## src/hdl/tolerance_cluster_voter_defines.svh

```systemverilog
// ---------------------------------------------------------------------------
// tolerance_cluster_voter_defines.svh
// Assertion macros shared by the voter RTL.
// ---------------------------------------------------------------------------
`ifndef TOLERANCE_CLUSTER_VOTER_DEFINES_SVH
`define TOLERANCE_CLUSTER_VOTER_DEFINES_SVH

// Same-cycle implication, sampled on clk, off while rst_n is low.
`define TCV_ASSERT_NOW(label, ante, cons, msg) \
  label: assert property (@(posedge clk) disable iff (!rst_n) (ante) |-> (cons)) \
    else $error(msg);

// Next-cycle implication, sampled on clk, off while rst_n is low.
`define TCV_ASSERT_NEXT(label, ante, cons, msg) \
  label: assert property (@(posedge clk) disable iff (!rst_n) (ante) |=> (cons)) \
    else $error(msg);

`endif

```

## src/hdl/tcv_pkg.sv

```systemverilog
// ---------------------------------------------------------------------------
// tcv_pkg
// Widths, codes and shared types of the tolerance cluster voter.
// ---------------------------------------------------------------------------
package tcv_pkg;

  localparam int NUM_CH      = 8;   // channel fields in one input item
  localparam int DATA_W      = 32;
  localparam int CNT_W       = 4;
  localparam int TOL_W       = 31;
  localparam int ST_W        = 2;
  localparam int CFG_IDX_W   = 2;
  localparam int IN_TDATA_W  = 264; // 8 x 32 + 4, padded to bytes
  localparam int OUT_TDATA_W = 48;  // 32 + 4 + 8 + 1, padded to bytes

  // result status codes
  localparam logic [ST_W-1:0] ST_OK             = 2'd0;
  localparam logic [ST_W-1:0] ST_BAD_CONFIG     = 2'd1;
  localparam logic [ST_W-1:0] ST_COUNT_MISMATCH = 2'd2;

  // configuration register indexes
  localparam logic [CFG_IDX_W-1:0] REG_ACTIVE = 2'd0;
  localparam logic [CFG_IDX_W-1:0] REG_THRESH = 2'd1;
  localparam logic [CFG_IDX_W-1:0] REG_TOL    = 2'd2;

  localparam logic [CNT_W-1:0] RST_ACTIVE = 4'd2;
  localparam logic [CNT_W-1:0] RST_THRESH = 4'd1;
  localparam logic [CNT_W-1:0] MIN_ACTIVE = 4'd2;

  typedef logic [NUM_CH-1:0][DATA_W-1:0] chan_vec_t;

  // pipeline load strobes handed to every lane
  typedef struct packed {
    logic load1;
    logic load2;
  } stage_en_t;

  // what the merge stage found
  typedef struct packed {
    logic [DATA_W-1:0] voted_value;
    logic [CNT_W-1:0]  cluster_size;
    logic [NUM_CH-1:0] dissent_mask;
    logic              consensus;
  } vote_t;

endpackage

```

## src/hdl/tcv_merge.sv

```systemverilog
// ---------------------------------------------------------------------------
// tcv_merge
// Picks the first lane with the top score and builds the vote fields.
// ---------------------------------------------------------------------------
module tcv_merge #(
  parameter int MAX_CHANNELS = 8
) (
  input  logic [MAX_CHANNELS-1:0][tcv_pkg::CNT_W-1:0]  scores,
  input  logic [MAX_CHANNELS-1:0][tcv_pkg::NUM_CH-1:0] rows,
  input  tcv_pkg::chan_vec_t                           vals,
  input  logic [tcv_pkg::NUM_CH-1:0]                   act_mask,
  input  logic [tcv_pkg::CNT_W-1:0]                    thresh,
  output tcv_pkg::vote_t                               vote
);

  always_comb begin
    logic [tcv_pkg::CNT_W-1:0]  best;
    logic [MAX_CHANNELS-1:0]    win_oh;
    logic [tcv_pkg::DATA_W-1:0] win_val;
    logic [tcv_pkg::NUM_CH-1:0] win_row;
    best   = '0;
    win_oh = '0;
    // strict compare keeps the lowest-numbered lane on a tie
    for (int i = 0; i < MAX_CHANNELS; i++) begin
      if (scores[i] > best) begin
        best   = scores[i];
        win_oh = '0;
        win_oh[i] = 1'b1;
      end
    end
    win_val = '0;
    win_row = '0;
    for (int i = 0; i < MAX_CHANNELS; i++) begin
      win_val = win_val | (vals[i] & {tcv_pkg::DATA_W{win_oh[i]}});
      win_row = win_row | (rows[i] & {tcv_pkg::NUM_CH{win_oh[i]}});
    end
    vote.voted_value  = win_val;
    vote.cluster_size = best;
    vote.dissent_mask = ~win_row & act_mask;
    vote.consensus    = (best >= thresh);
  end

endmodule

```

## config.mk

```make
export PLATFORM = sky130hd
export DESIGN_NAME = tcv_merge
export DESIGN_NICKNAME = d
export VERILOG_FILES = /design/src/hdl/tolerance_cluster_voter_defines.svh /design/src/hdl/tcv_pkg.sv /design/src/hdl/tcv_merge.sv
export SDC_FILE = /design/constraint.sdc
export NUM_CORES = 1
export LEC_CHECK = 0
export BUFFER_PORTS_ARGS = -buffer_cell sky130_fd_sc_hd__buf_2
export CORE_AREA = 8 8 151 153
export DETAILED_ROUTE_END_ITERATION = 12
export DIE_AREA = 0 0 159 161
export GPL_TIMING_DRIVEN = 0
export SETUP_SLACK_MARGIN = 0.02
export SYNTH_ARGS = -nofsm -noshare
export SYNTH_HDL_FRONTEND = slang
export SYNTH_SLANG_ARGS = --single-unit
```

## constraint.sdc

```tcl
create_clock -name vclk -period 12.2
set_input_delay 0.61 -clock vclk [all_inputs]
set_output_delay 0.61 -clock vclk [all_outputs]
set_load 0.02 [all_outputs]
```

* Yosys cells after proc, flatten, opt, wreduce, memory -nomap -nowiden
Cells that the tools add are included.
** Cells by class
- $lt $le $gt $ge :: 9
- Muxes and demuxes :: 16
- Bitwise operators :: 32
** Operators by type and width (count)
- 32-bit AND :: 8
- 32-bit OR :: 7
- 8-bit AND :: 9
- 8-bit OR :: 7
- 8-bit 2-to-1 mux :: 6
- 4-bit 2-to-1 mux :: 8
- 4-bit greater-than comparator :: 7
- 8-bit NOT :: 1
- 4-bit >= comparator :: 1
- 4-bit by 1-bit greater-than comparator with 1-bit output, second input constant :: 1
- 2-bit 2-to-1 mux :: 1
- 1-bit 2-to-1 mux :: 1
** Storage, ports and cells
- Register bits :: 0
- Input bits :: 364
- Output and inout bits :: 45
- Word-level logic and storage cells :: 57

* Depth between registers and ports, before layout
- Depth in word-level cells :: 26
- Mapped depth :: 67
- Gate-level depth less buffers :: 60

* Worst setup path after synthesis
OpenSTA, ideal clock, no wires.
- Kind :: input-to-output
- Start :: input port scores[1] in the netlist's numbering
- End :: output port vote[0] in the netlist's numbering
- Arrival :: 12.244 ns
- Required time :: 11.590 ns
- Slack :: -0.654 ns
- Stages on the path :: 61
- Buffers on the path :: 7
- Path through :: inv_1 -> ha_1 -> nor2b_1 -> o211ai_2 -> a21oi_1 -> clkbuf_1 -> mux2_2 -> ha_1 -> a2bb2oi_1 -> o21a_1 -> a21oi_1 -> mux2_2 -> mux2_2 -> ha_1 -> nor2b_1 -> o21ai_0 -> o31a_1 -> o32a_1 -> [... 25 more ...] -> o211ai_1 -> a211oi_2 -> clkbuf_1 -> nor2_1 -> a21o_1 -> ha_1 -> and2_1 -> o21ai_0 -> a32oi_1 -> clkbuf_1 -> clkbuf_1 -> a21oi_1 -> o21ai_1 -> ha_1 -> a21oi_1 -> nor2b_1 -> o21ai_0 -> nand2b_1
** RTL lines
- start, declared :: line tcv_merge.sv:8 : input logic [MAX_CHANNELS-1:0][tcv_pkg::CNT_W-1:0] scores,
- end, declared :: line tcv_merge.sv:13 : output tcv_pkg::vote_t vote

==> impl_metrics.json <==
{
  "grt_pass1_vias": 7158,
  "dpl.hpwl_um": 24500,
  "antenna_found_initial": 4,
  "port-buffer-count": 409,
  "period_minus_slack_ns": 12.10,
  "startpoint": "scores[0]",
  "critical-path-slowest-cell": "mux2_4",
  "drcViolationCount": 0,
  "layout.nets": 1527,
  "syn_area_mm2": 0.00401,
  "area_growth_pct": 101,
  "synth_area_per_cell_um2": 6.02,
  "slew_headroom": 0.504,
  "grt-ovfl-total": 0,
  "fin_area_mm2": 0.00805,
  "design.seq.count": 0,
  "synth_nets": 1057,
  "start_kind": "input port",
  "rsz0062_at_grt": "yes",
  "synthSimpleGateAreaFrac": 0.353,
  "fin_ws_ns": 0.103,
  "finalWirelength_um": 31200,
  "finalSetupViolCount": 0,
  "pre_cts_slack_ns": -2.55,
  "cp_slowest_stage_delay_ns": 0.34,
  "ff_latch_area_um2": 0,
  "critPathMaxFanout": 8,
  "drt-vias-per-instance": 5.26,
  "grt_pass1_wl_um": 43400,
  "placed_cells": 1350,
  "ys_types": 59,
  "die_y_um": 161,
  "crit_path_end_kind": "output pin",
  "synth_compound_area_frac": 0.454,
  "design.core.area_mm2": 0.0206,
  "synth_top_family_by_area": "compound AO/OA/AOI/OAI gates",
  "timing.hold.ws_ns": 1.55,
  "wl_per_cell_um": 22.1,
  "synth_cells": 666,
  "hp-start": "vals[11]",
  "drt_first_pass_iters": 7,
  "max_freq_mhz": 82.7,
  "grt_start_max_net_pins": 11,
  "required_ns": 11.59,
  "num_rows": 53,
  "layout.cells.most_common": "buf_2",
  "ant_nets": 0,
  "pin_count": 409,
  "synth_fa_ha_area_frac": 0.0867,
  "status": "finished, final reports clean",
  "placed_area_mm2": 0.00648,
  "fin_crit_sh": 0.992,
  "tightest_slew_ns": 0.744,
  "cap_viol_max_count": 0,
  "hp-class": "input port to output pin",
  "cpMostUsedCell": "nor2b_4",
  "final_max_slew_viol_count": 0,
  "arrival_ns": 11.49,
  "final-hold-violation-count": 0,
  "synth_xor_area_frac": 0,
  "start_util": 0.195,
  "drive_above_1_share": 0.541,
  "fillers": 2207,
  "ys_warn_count": 0,
  "num_vias": 7428,
  "grt_usage": 0.213,
  "place_congestion": 0.936,
  "synth.mux.area_fraction": 0.0246,
  "worst-setup-path-type": "input port to output pin",
  "final_cell_mix": "buf_2 (373), nand2_1 (102), buf_4 (58), a22oi_1 (51)",
  "dr.first_iter.drc_count": 804,
  "fp.dieW_um": 159,
  "ys_seq_area_frac": 0,
  "n_clock_buffer": 0,
  "finalNonFillerCells": 1411,
  "dieArea_mm2": 0.0256
}
logic make-up after synthesis:
logic type | Yosys count
simple gates | 290
buf+inv | 80
fa+ha+maj | 28
mux | 9
compound gates | 259
worst max-delay path: cells and delay by family:
family | cells | cell delay [ns]
buffers and inverters | 10 | 1.49
muxes | 3 | 0.96
and+or+nand+nor | 16 | 1.88
AOI/OAI and AO/OA | 26 | 4.10
adders and majority gates | 9 | 2.42
cell type report:
class | count | area, µm² | share of cell area
inverter | 18 | 70.1 | 0.00870
timing repair buffer | 470 | 2840 | 0.353
buffer | 60 | 458 | 0.0569
multi-input combinational | 586 | 4340 | 0.538
tap | 275 | 344 | 0.0427
antenna | 2 | 5.00 | 0.000621
Yosys cell counts, drive strengths merged (5+ instances only):
cell	instances	area, µm²
nand3	35	175
buf	21	108
clkbuf	41	154
a21oi	48	244
and3	43	269
nand2	113	424
a211o	33	289
inv	18	67.6
nor3	12	65.1
o311ai	8	70.1
ha	27	338
a22oi	64	480
o21ai	49	257
and4b	8	80.1
nor2b	9	56.3
a211oi	10	80.1
mux2	7	78.8
a31oi	10	62.6
o21a	5	37.5
nor2	52	195
through the flow:
| step | setup TNS (ns) | utilization |
|---|---|---|
| after floorplan | 0 | - |
| after global placement | -95.66 | 0.315 |
| after detailed placement | -102.33 | 0.315 |
| after CTS | 0 | 0.343 |
| after global routing | -8.42 | 0.392 |
| final | 0 | 0.392 |
layer usage:
metal / up-vias / part of all wire / GRT usage
met3: 73 / 0.096 / 0.0585
met2: 451 / 0.49 / 0.369
li1: 3454 / - / -
met4: 6 / 0.025 / 0.0437
met1: 3444 / 0.39 / 0.259
met5: - / 0.0012 / 0
timing repair:
action                     CTS  global route
hold buffers                 0             0
cloned                       1             2
hold endpoints to repair     0             0
pin swaps                   24            90
setup endpoints to repair   45            45
gates resized for setup     57           209
buffers inserted            35            24
worst paths after layout:
| check | cells past startpoint | slack (ns) | end |
|---|---|---|---|
| max | 64 | 0.10 | vote[0] |
| min | 4 | 1.55 | vote[24] |
Power is not shown: default switching activity piles up to over one toggle a cycle in this logic, so the estimate is an artifact.
