[config.mk]
export PLATFORM = sky130hd
export DESIGN_NAME = tcv_lane
export DESIGN_NICKNAME = d
export VERILOG_FILES = /design/src/hdl/tolerance_cluster_voter_defines.svh /design/src/hdl/tcv_pkg.sv /design/src/hdl/tcv_lane.sv
export SDC_FILE = /design/constraint.sdc
export NUM_CORES = 1
export LEC_CHECK = 0
export BUFFER_PORTS_ARGS = -buffer_cell sky130_fd_sc_hd__buf_2
export CAP_MARGIN = 10
export CORE_MARGIN = 2
export CORE_UTILIZATION = 55
export DETAILED_ROUTE_END_ITERATION = 10
export PLACE_DENSITY = 0.81
export SLEW_MARGIN = 10
export SYNTH_ARGS = -nofsm -noshare
export SYNTH_HDL_FRONTEND = slang
export SYNTH_SLANG_ARGS = --single-unit
[constraint.sdc]
create_clock -name clk -period 15.1 [get_ports clk]
set_clock_uncertainty 0.15 [all_clocks]
set_input_delay 0.755 -clock clk [delete_from_list [all_inputs] [get_ports clk]]
set_output_delay 0.755 -clock clk [all_outputs]
set_load 0.02 [all_outputs]
[src/hdl/tolerance_cluster_voter_defines.svh]
// ---------------------------------------------------------------------------
// tolerance_cluster_voter_defines.svh
// Assertion macros shared by the voter RTL.
// ---------------------------------------------------------------------------
`ifndef TOLERANCE_CLUSTER_VOTER_DEFINES_SVH
`define TOLERANCE_CLUSTER_VOTER_DEFINES_SVH

// Same-cycle implication, sampled on clk, off while rst_n is low.
`define TCV_ASSERT_NOW(label, ante, cons, msg) \
  label: assert property (@(posedge clk) disable iff (!rst_n) (ante) |-> (cons)) \
    else $error(msg);

// Next-cycle implication, sampled on clk, off while rst_n is low.
`define TCV_ASSERT_NEXT(label, ante, cons, msg) \
  label: assert property (@(posedge clk) disable iff (!rst_n) (ante) |=> (cons)) \
    else $error(msg);

`endif

[src/hdl/tcv_pkg.sv]
// ---------------------------------------------------------------------------
// tcv_pkg
// Widths, codes and shared types of the tolerance cluster voter.
// ---------------------------------------------------------------------------
package tcv_pkg;

  localparam int NUM_CH      = 8;   // channel fields in one input item
  localparam int DATA_W      = 32;
  localparam int CNT_W       = 4;
  localparam int TOL_W       = 31;
  localparam int ST_W        = 2;
  localparam int CFG_IDX_W   = 2;
  localparam int IN_TDATA_W  = 264; // 8 x 32 + 4, padded to bytes
  localparam int OUT_TDATA_W = 48;  // 32 + 4 + 8 + 1, padded to bytes

  // result status codes
  localparam logic [ST_W-1:0] ST_OK             = 2'd0;
  localparam logic [ST_W-1:0] ST_BAD_CONFIG     = 2'd1;
  localparam logic [ST_W-1:0] ST_COUNT_MISMATCH = 2'd2;

  // configuration register indexes
  localparam logic [CFG_IDX_W-1:0] REG_ACTIVE = 2'd0;
  localparam logic [CFG_IDX_W-1:0] REG_THRESH = 2'd1;
  localparam logic [CFG_IDX_W-1:0] REG_TOL    = 2'd2;

  localparam logic [CNT_W-1:0] RST_ACTIVE = 4'd2;
  localparam logic [CNT_W-1:0] RST_THRESH = 4'd1;
  localparam logic [CNT_W-1:0] MIN_ACTIVE = 4'd2;

  typedef logic [NUM_CH-1:0][DATA_W-1:0] chan_vec_t;

  // pipeline load strobes handed to every lane
  typedef struct packed {
    logic load1;
    logic load2;
  } stage_en_t;

  // what the merge stage found
  typedef struct packed {
    logic [DATA_W-1:0] voted_value;
    logic [CNT_W-1:0]  cluster_size;
    logic [NUM_CH-1:0] dissent_mask;
    logic              consensus;
  } vote_t;

endpackage

[src/hdl/tcv_lane.sv]
// ---------------------------------------------------------------------------
// tcv_lane
// One voting lane: agreement of its channel with all others, then its score.
// ---------------------------------------------------------------------------
module tcv_lane #(
  parameter int LANE = 0
) (
  input  logic                          clk,
  input  tcv_pkg::stage_en_t            en,
  input  logic [tcv_pkg::TOL_W-1:0]     tol,
  input  tcv_pkg::chan_vec_t            vals,
  input  logic [tcv_pkg::NUM_CH-1:0]    act_mask,  // stage-1 copy
  output logic [tcv_pkg::NUM_CH-1:0]    row_o,     // stage-2 agreement row
  output logic [tcv_pkg::CNT_W-1:0]     score_o    // stage-2 score
);

  logic [tcv_pkg::NUM_CH-1:0] row_nxt;
  logic [tcv_pkg::NUM_CH-1:0] row1_r;
  logic [tcv_pkg::NUM_CH-1:0] row2_r;
  logic [tcv_pkg::CNT_W-1:0]  score_nxt;
  logic [tcv_pkg::CNT_W-1:0]  score_r;

  // |a - b| in 33 bits against the tolerance
  always_comb begin
    logic [tcv_pkg::DATA_W:0] a;
    logic [tcv_pkg::DATA_W:0] b;
    logic [tcv_pkg::DATA_W:0] d;
    logic [tcv_pkg::DATA_W:0] mag;
    a = {vals[LANE][tcv_pkg::DATA_W-1], vals[LANE]};
    for (int j = 0; j < tcv_pkg::NUM_CH; j++) begin
      b   = {vals[j][tcv_pkg::DATA_W-1], vals[j]};
      d   = a - b;
      mag = d[tcv_pkg::DATA_W] ? (~d + 1'b1) : d;
      row_nxt[j] = (mag <= {2'b00, tol});
    end
  end

  // score counts active agreeing channels; an inactive lane scores zero
  always_comb begin
    logic [tcv_pkg::NUM_CH-1:0] hits;
    hits      = row1_r & act_mask;
    score_nxt = '0;
    for (int j = 0; j < tcv_pkg::NUM_CH; j++) begin
      score_nxt = score_nxt + {{(tcv_pkg::CNT_W-1){1'b0}}, hits[j]};
    end
    if (!act_mask[LANE]) begin
      score_nxt = '0;
    end
  end

  always_ff @(posedge clk) begin
    if (en.load1) begin
      row1_r <= row_nxt;
    end
    if (en.load2) begin
      row2_r  <= row1_r;
      score_r <= score_nxt;
    end
  end

  assign row_o   = row2_r;
  assign score_o = score_r;

endmodule

; Yosys cells after proc, flatten, opt, wreduce, memory -nomap -nowiden
; Cells that the tools add are included.
[classes]
n_lt_le_gt_ge = 8
addsub = 23
muxes = 8
bitwise_logic = 9
[op_table]
columns = operator, n
row1 = $add A33 B1 Y33 const B, 8
row2 = $le A33 B31 Y1, 8
row3 = $mux W33, 8
row4 = $not A33 Y33, 8
row5 = $sub A32 B32 Y33, 8
row6 = $add A4 B1 Y4, 4
row7 = $and A8 B8 Y8, 1
row8 = $add A3 B1 Y4, 1
row9 = $add A2 B1 Y3, 1
row10 = $add A1 B1 Y2, 1
[totals]
output_inout_bits = 12
ff_bits = 20
inputBits = 298

; Depth between registers and ports, before layout
; Gate-level depths: netlist of the first run.
[depth]
word_depth = 8
depth_mapped = 25
ltp_nobuf = 24

; Least setup slack after synthesis of the first run
; No wires, ideal clock.
[synth_timing]
path_kind = in2reg
from = input port vals[0] (netlist name)
to = register row1_r[6] (netlist name) (data pin)
arrival_ns = 5.949
slack_ns = 8.866
setup_ns = 0.135
stages = 24
t_required_ns = 14.815
path_cell_list = inv_1 ha_1 fa_1 nand2b_1 a211o_1 a21oi_1 o21ba_2 a2111oi_2 nor4b_1 nand4_1 nor2_1 a31oi_1 xnor2_1 ha_1 a21o_1 a21o_1 a21o_1 a21o_1 a21o_1 a211oi_1 o21ai_0 a2111o_1 a21o_1 nand3_1
[synth_between]
elab_chain_len = 5
[synth_rtl]
columns = element, line_no
row1 = from (decl), tcv_lane.sv:11  ; input tcv_pkg::chan_vec_t vals,
row2 = $sub A32 B32 Y33 *, tcv_lane.sv:32  ; d = a - b;
row3 = $not A33 Y33, tcv_lane.sv:33  ; mag = d[tcv_pkg::DATA_W] ? (~d + 1'b1) : d;
row4 = $add A33 B1 Y33, tcv_lane.sv:33
row5 = $mux W33 *, tcv_lane.sv:33
row6 = $le A33 B31 Y1 *, tcv_lane.sv:34  ; row_nxt[j] = (mag <= {2'b00, tol});
row7 = named net row_nxt (one bit), tcv_lane.sv:17  ; logic [tcv_pkg::NUM_CH-1:0] row_nxt;
row8 = to (signal assigned), tcv_lane.sv:53  ; row1_r <= row_nxt;
row9 = to (decl), tcv_lane.sv:18  ; logic [tcv_pkg::NUM_CH-1:0] row1_r;
; The timed path passes the listed nets; every way through them passes the cells marked *.
; A chain may end at the register's enable or synchronous reset.

; Final worst setup path of the first run
[layout_timing]
from = input port vals[1] (netlist name)
to = register row1_r[6] (netlist name) (data pin)
; The elaborated chain is that of the path after synthesis.

==> flow_metrics.py, run 1 <==
metrics = {
    "status": {
        "status": "finished clean",
    },
    "pwr": {
        "power_leakage_nw": 13.5,
        "power_density_nw_per_um2": 67.4,
        "peakVddDrop_v": 0.0000410,
    },
    "worst_setup_path": {
        "reg2reg_depth": 10,
        "reg2reg_from": "row1_r[1]$_DFFE_PP_",
        "worst_ep_required_time_ns": 15.08,
        "r2r_setup_slack_ns": 11.52,
        "critPathMaxFanout": 8,
        "end_kind": "flop",
        "cp.arrival_ns": 7.46,
        "startpoint_type": "input port",
        "r2r-end": "score_o[2]$_SDFFCE_PN0P_",
        "crit_type": "in2reg",
    },
    "timing": {
        "tightest_slew_ns": 1.05,
        "finalSetupViolCount": 0,
        "final_hold_viol_count": 0,
        "rsz0062_at_grt": "false",
        "holdWs_ns": 0.326,
        "setup_tns_ns": 0,
        "fin_crit_sh_pct": 49.5,
        "fmax_mhz": 134,
        "period_needed_ns": 7.48,
        "relSlewSlack_pct": 29.3,
        "slew_violations": 0,
    },
    "clock_tree": {
        "path_clk_slew_ns": 0.07,
        "clockBufferDepth": 2,
        "cts_resized": 0,
        "cts_tree": "built",
        "post_cts_buffers": 0,
        "cts_hold_buf": 0,
        "cts_num_sinks": 20,
        "cts_made_buffers": 3,
        "clk_latency_ns": 0.26,
        "cts-htree-levels": 1,
        "root_buffer": "clkbuf_16",
    },
    "global_route": {
        "grt_pass1_wl_mm": 146,
        "overflow": 0,
        "track_usage_pct": 37.3,
        "grt_start_max_net_pins": 23,
        "antenna_found_initial": 6,
        "grt_pass1_vias": 27000,
    },
    "route": {
        "totalWireLength_mm": 95.9,
        "dr.pass1.iters": 6,
        "drt_iter0_drc": 2933,
        "route.detailed.drc": 0,
        "wl_per_cell_um": 21.1,
        "ant_nets": 0,
        "via_count": 29700,
        "vias_per_cell": 6.52,
    },
    "synthesis": {
        "postSynthCellCount": 3727,
        "synth_nets": 4487,
        "ys_ff_latch": 20,
        "syn_avg_cell_area_um2": 6.94,
        "synth_flop_cell": "edfxtp_1",
        "synth_edf_count": 20,
        "synthArstFlopShare_pct": 0,
        "synth.distinct_cells": 107,
        "syn-cell-area_um2": 25900,
        "yosys_warnings": 0,
        "seq_area_frac_synth_pct": 2.32,
    },
    "min_path": {
        "min_delay_path_depth": 0,
        "min_path_type": "reg2reg",
        "min_to": "row_o[0]$_DFFE_PP_",
        "hp-start": "row1_r[0]$_DFFE_PP_",
    },
    "cells_and_area": {
        "nNetsFinal": 4706,
        "fillers": 4597,
        "final_cell_mix": "ha_1 (451), a21oi_1 (348), inv_1 (332)",
        "layout-drive-gt1-share_pct": 10.4,
        "final_common_cell": "ha_1",
        "area_growth_pct": 7.76,
    },
    "floorplanning": {
        "io_pins": 310,
        "fp.dieW_um": 221,
        "die_area_um2": 48800,
        "fp.dieH_um": 221,
        "coreArea_um2": 46500,
        "start_util_pct": 55.7,
        "rows": 79,
    },
    "flow_run": {
        "max-cap-violations": 0,
    },
    "placed_design": {
        "portBuffers": 309,
        "gp_congestion": 0.994,
        "dp_hpwl_mm": 74.9,
    },
}
-- final cells by class --
cell class / count / area [um^2] / share of cell area, %
Antenna cell: 3 / 7.51 / 0.0269
Timing Repair Buffer: 315 / 1590 / 5.71
Inverter: 332 / 1250 / 4.47
Tap cell: 607 / 759 / 2.73
Sequential cell: 20 / 601 / 2.16
Clock buffer: 3 / 75.1 / 0.269
Multi-Input combinational cell: 3274 / 23600 / 84.6
-- cells by family (layout without fill, tap and decap cells) --
kind of cell	count (synthesis)	count (layout)	synth area share, %
adders and majority gates	462	462	22.7
DFF	20	20	2.32
muxes	22	22	0.876
buffers and inverters	433	650	6.50
and+or+nand+nor	1178	1178	23.5
other	1	4	0.0145
xor gates and xnor gates	314	314	10.6
AOI/OAI and AO/OA	1297	1297	33.4
-- routing by layer --
layer / global-route usage (%) / wire length, um / vias up
met3: 5.68 / 9350 / 235
met5: 0 / 34 / -
met4: 18.1 / 5550 / 4
met1: 49.3 / 40100 / 13700
met2: 59.1 / 40900 / 1406
li1: - / - / 14400
-- power by group --
| group | total [mW] | switching [mW] | internal [mW] |
|---|---|---|---|
| Sequential | 0.0901 | 0.0115 | 0.0786 |
| Clock | 0.0598 | 0.0247 | 0.0352 |
| Combinational | 1.73 | 1.01 | 0.714 |
| Total | 1.88 | 1.05 | 0.828 |
-- sequential cells by signal, summed over array words and instances (netlist names) --
name	flops
row1_r	8
row_o	8
score_o	4
-- worst max-delay path by stage --
stage                        from             endpoint  cells past startpoint
after detailed placement  vals[1]  row1_r[6]$_DFFE_PP_                     24
final                     vals[1]  row1_r[6]$_DFFE_PP_                     24
after CTS                 vals[1]  row1_r[6]$_DFFE_PP_                     24
after global routing      vals[1]  row1_r[6]$_DFFE_PP_                     24
after floorplan           vals[0]  row1_r[6]$_DFFE_PP_                     24
after global placement    vals[1]  row1_r[6]$_DFFE_PP_                     24
-- stage by stage --
stage          setup WS [ns]  std cells  utilization, %  power, mW  instance area, um^2
5_1_grt                 7.14       4551            60.0       2.07                27900
3_3_place_gp            7.68       4548            59.8       1.73                27800
3_5_place_dp            7.59       4548            59.8       1.77                27800
6_report                7.62       4554            60.0       1.88                27900
2_1_floorplan           8.87       3727               -       1.37                25900
4_1_cts                 7.79       4551            60.0       1.84                27900
-- Yosys cell counts (13+ instances only) --
cell      count  share of area [%]
nand2_1     266                3.9
edfxtp_1     20                2.3
inv_1       332                4.8
nor3_1       94                1.8
o21bai_1     31               0.90
o31ai_1      27               0.78
xor2_1      114                3.9
nand4_1      89                2.2
or2_2        29               0.70
o31a_1       18               0.61
ha_1        451                 22
o21a_1       73                2.1
and2_1       46                1.1
a41oi_1      13               0.44
and3_1       43                1.0
a31oi_1      55                1.3
mux2i_1      17               0.66
nor2_1      266                3.9
o211ai_1     44                1.3
or3_1        37               0.90
a21oi_1     348                6.7
nor4_1       32               0.77
a21boi_0     16               0.46
o21ai_0     226                4.4
a211o_1      17               0.58
nand2b_1     27               0.65
clkbuf_1     89                1.3
a311oi_1     18               0.61
a21o_1      182                5.3
xnor2_1     200                6.8
and4_1       18               0.61
nand3_1      97                1.9
nor2b_1      50                1.2
a211oi_1     47                1.4
-- worst max-delay path: stages --
cell	delay, ns
buf_2	0.34
inv_1	0.49
fa_1	0.59
nand2b_1	0.18
a211o_1	0.34
a21oi_1	0.21
o21ba_2	0.19
a2111oi_2	0.36
nor4b_1	0.73
nand4_1	0.33
nor2_1	0.37
a31oi_1	0.16
xnor2_1	0.17
ha_1	0.34
a21o_1	0.20
a21o_1	0.18
a21o_1	0.17
a21o_1	0.17
a21o_1	0.19
a211oi_1	0.20
o21ai_0	0.19
a2111o_1	0.41
a21o_1	0.16
nand3_1	0.07
Note: power is estimated with default switching activity, not from simulation.
==> inputs of run 2 (changes only) <==
- ABC_AREA: not set -> 1
- PLACE_DENSITY: 0.81 -> 0.83
- clock period: 15.1 -> 6.2 ns (I/O delays scaled with it)
==> run 2 against run 1 <==
Area after synthesis is 19% higher. Utilization rose by 0.59 points. Cell area up 20%. Final cell count increased by 56%. Largest power group unchanged. Hold slack worse by 0.11 ns. Die area rose by 19%.
==> flow_metrics.py, run 2 <==
metrics = {
    "min_path": {
        "min_path_type": "in2reg",
        "hp-start": "act_mask[0]",
        "min_to": "score_o[0]$_SDFFCE_PN0P_",
        "min_delay_path_depth": 3,
    },
    "clock_tree": {
        "path_clk_slew_ns": 0.09,
        "post_cts_buffers": 0,
        "cts-htree-levels": 1,
        "cts_num_sinks": 20,
        "cts_resized": 0,
        "cts_tree": "built",
        "cts_made_buffers": 3,
        "cts_hold_buf": 0,
        "clk_latency_ns": 0.29,
        "root_buffer": "clkbuf_16",
        "clockBufferDepth": 2,
    },
    "timing": {
        "fin_crit_sh_pct": 86.1,
        "relSlewSlack_pct": 30.1,
        "finalSetupViolCount": 0,
        "period_needed_ns": 5.34,
        "setup_tns_ns": 0,
        "rsz0062_at_grt": "false",
        "fmax_mhz": 187,
        "tightest_slew_ns": 1.05,
        "slew_violations": 0,
        "final_hold_viol_count": 0,
        "holdWs_ns": 0.216,
    },
    "synthesis": {
        "synth_area_leaders": "nand2_1 (27%), ha_1 (18%), inv_1 (16%), nand3_1 (6.4%), nor2_1 (6.2%)",
        "syn-cell-area_um2": 30900,
        "syn_avg_cell_area_um2": 5.13,
        "postSynthCellCount": 6020,
        "synth_top_area_share_pct": 26.7,
        "yosys_warnings": 0,
        "synthArstFlopShare_pct": 0,
        "synth_flop_cell": "edfxtp_1",
        "yosys.cell_count.top_type": "nand2_1",
        "synth_nets": 6780,
        "ys_ff_latch": 20,
        "seq_area_frac_synth_pct": 1.95,
        "synth_common_cells": "nand2_1 (2,197), inv_1 (1,310), nor2_1 (513)",
        "synth.distinct_cells": 51,
        "yosysTopAreaCell": "nand2_1",
        "synth_edf_count": 20,
    },
    "worst_setup_path": {
        "slowest_stage": "inv_2",
        "r2r_setup_slack_ns": 2.59,
        "cp.arrival_ns": 5.23,
        "worstSetupStartpoint": "vals[0]",
        "reg2reg_from": "row1_r[1]$_DFFE_PP_",
        "startpoint_type": "input port",
        "reg2reg_depth": 11,
        "r2r-end": "score_o[2]$_SDFFCE_PN0P_",
        "cp_common_cell": "nand2_1",
        "critPathMaxFanout": 28,
        "slowest_delay_ns": 0.48,
        "end_kind": "flop",
        "worst_ep_required_time_ns": 6.09,
        "crit_type": "in2reg",
    },
    "global_route": {
        "grtUsageMet2_pct": 62.5,
        "grt_pass1_vias": 34500,
        "grt_util_met3_pct": 6.66,
        "overflow": 0,
        "grt_pass1_wl_mm": 182,
        "use_met1_pct": 52.1,
        "antenna_found_initial": 15,
        "track_usage_pct": 40.6,
        "top_usage_layer": "met2",
        "grt_start_max_net_pins": 34,
    },
    "cells_and_area": {
        "fin_util_pct": 60.6,
        "area_growth_pct": 8.54,
        "nNetsFinal": 7096,
        "fillers": 6027,
        "final_common_cell": "nand2_1",
        "layout-drive-gt1-share_pct": 8.52,
        "final_cell_mix": "nand2_1 (2,197), inv_1 (1,310), nor2_1 (513)",
    },
    "flow_run": {
        "max-cap-violations": 0,
    },
    "floorplanning": {
        "io_pins": 310,
        "coreArea_um2": 55300,
        "fp.dieW_um": 241,
        "rows": 86,
        "fp.dieH_um": 241,
        "die_area_um2": 58000,
        "start_util_pct": 55.8,
    },
    "pwr": {
        "peakVddDrop_v": 0.000115,
        "power_leakage_nw": 21.5,
        "power_density_nw_per_um2": 151,
        "report.power.total_mw": 5.05,
    },
    "route": {
        "dr.pass1.iters": 8,
        "wl_per_cell_um": 16.9,
        "totalWireLength_mm": 120,
        "vias_per_cell": 5.40,
        "route.detailed.drc": 0,
        "ant_nets": 0,
        "via_count": 38300,
        "drt_iter0_drc": 3555,
    },
    "status": {
        "status": "finished clean",
    },
    "placed_design": {
        "dp_hpwl_mm": 101,
        "portBuffers": 309,
        "gp_congestion": 1.06,
    },
}
==> run 2: cell types whose count changed in the layout (fill, tap and decap cells not counted), moves of 50 or more <==
cell,previous run,this run
o21ai_0,226,91
nor2b_1,50,0
nand3_1,97,397
nand2_1,266,2197
o21a_1,73,6
nand2_2,0,68
a21o_1,182,7
xnor2_1,200,56
inv_1,332,1310
nand3b_1,5,56
nor2_1,266,513
a21oi_1,348,268
a31oi_1,55,5
==> run 2: kinds of logic after synthesis <==
group | after synthesis | share of synthesized area (%)
buffers and inverters | 1360 | 16.8
DFF | 20 | 1.95
AOI/OAI and AO/OA | 462 | 8.28
xor gates and xnor gates | 192 | 5.52
and+or+nand+nor | 3523 | 48.5
other | 1 | 0.0122
adders and majority gates | 462 | 19.0
==> run 2: where the power goes <==
part | switching [mW] | internal [mW]
sequential | 0.0195 | 0.185
combinational | 3.03 | 1.61
clock | 0.0770 | 0.129
total | 3.13 | 1.93
==> run 2: worst max-delay path by stage <==
stage / endpoint / cells past startpoint
4_1_cts: row1_r[6]$_DFFE_PP_ / 31
2_1_floorplan: row1_r[2]$_DFFE_PP_ / 34
5_1_grt: row1_r[6]$_DFFE_PP_ / 31
3_3_place_gp: row1_r[6]$_DFFE_PP_ / 31
6_report: row1_r[6]$_DFFE_PP_ / 31
3_5_place_dp: row1_r[6]$_DFFE_PP_ / 31
==> run 2: cell type report <==
type	count	area (um^2)	area share (%)
flip-flops and latches	20	601	1.79
repair buffers	331	1710	5.11
clock buffers	3	75.1	0.224
well taps	748	936	2.79
clock inverters	1	30.0	0.0897
inverters	1340	5030	15.0
multi-input cells	4640	25100	74.9
diodes	9	22.5	0.0672
==> run 2: layer usage <==
metal / vias to the layer above / routed length (um)
li1: 19200 / -
met1: 16900 / 48700
met2: 1780 / 48700
met3: 392 / 13200
met4: 6 / 9510
met5: - / 40
==> run 2: metrics by stage <==
step	setup WS [ns]	instance area, um^2	cells
global placement	0.769	33400	7079
detailed placement	0.736	33400	7079
CTS	1.02	33500	7083
finish	0.860	33500	7092
floorplan	1.97	30900	6020
global route	0.437	33500	7085
==> run 2: critical path: cells and delay by family <==
family                     cells  cell delay [ns]
buffers and inverters          6             1.11
and+or+nand+nor               15             1.95
xor gates and xnor gates       1             0.15
adders and majority gates      3             0.98
AOI/OAI and AO/OA              6             0.70
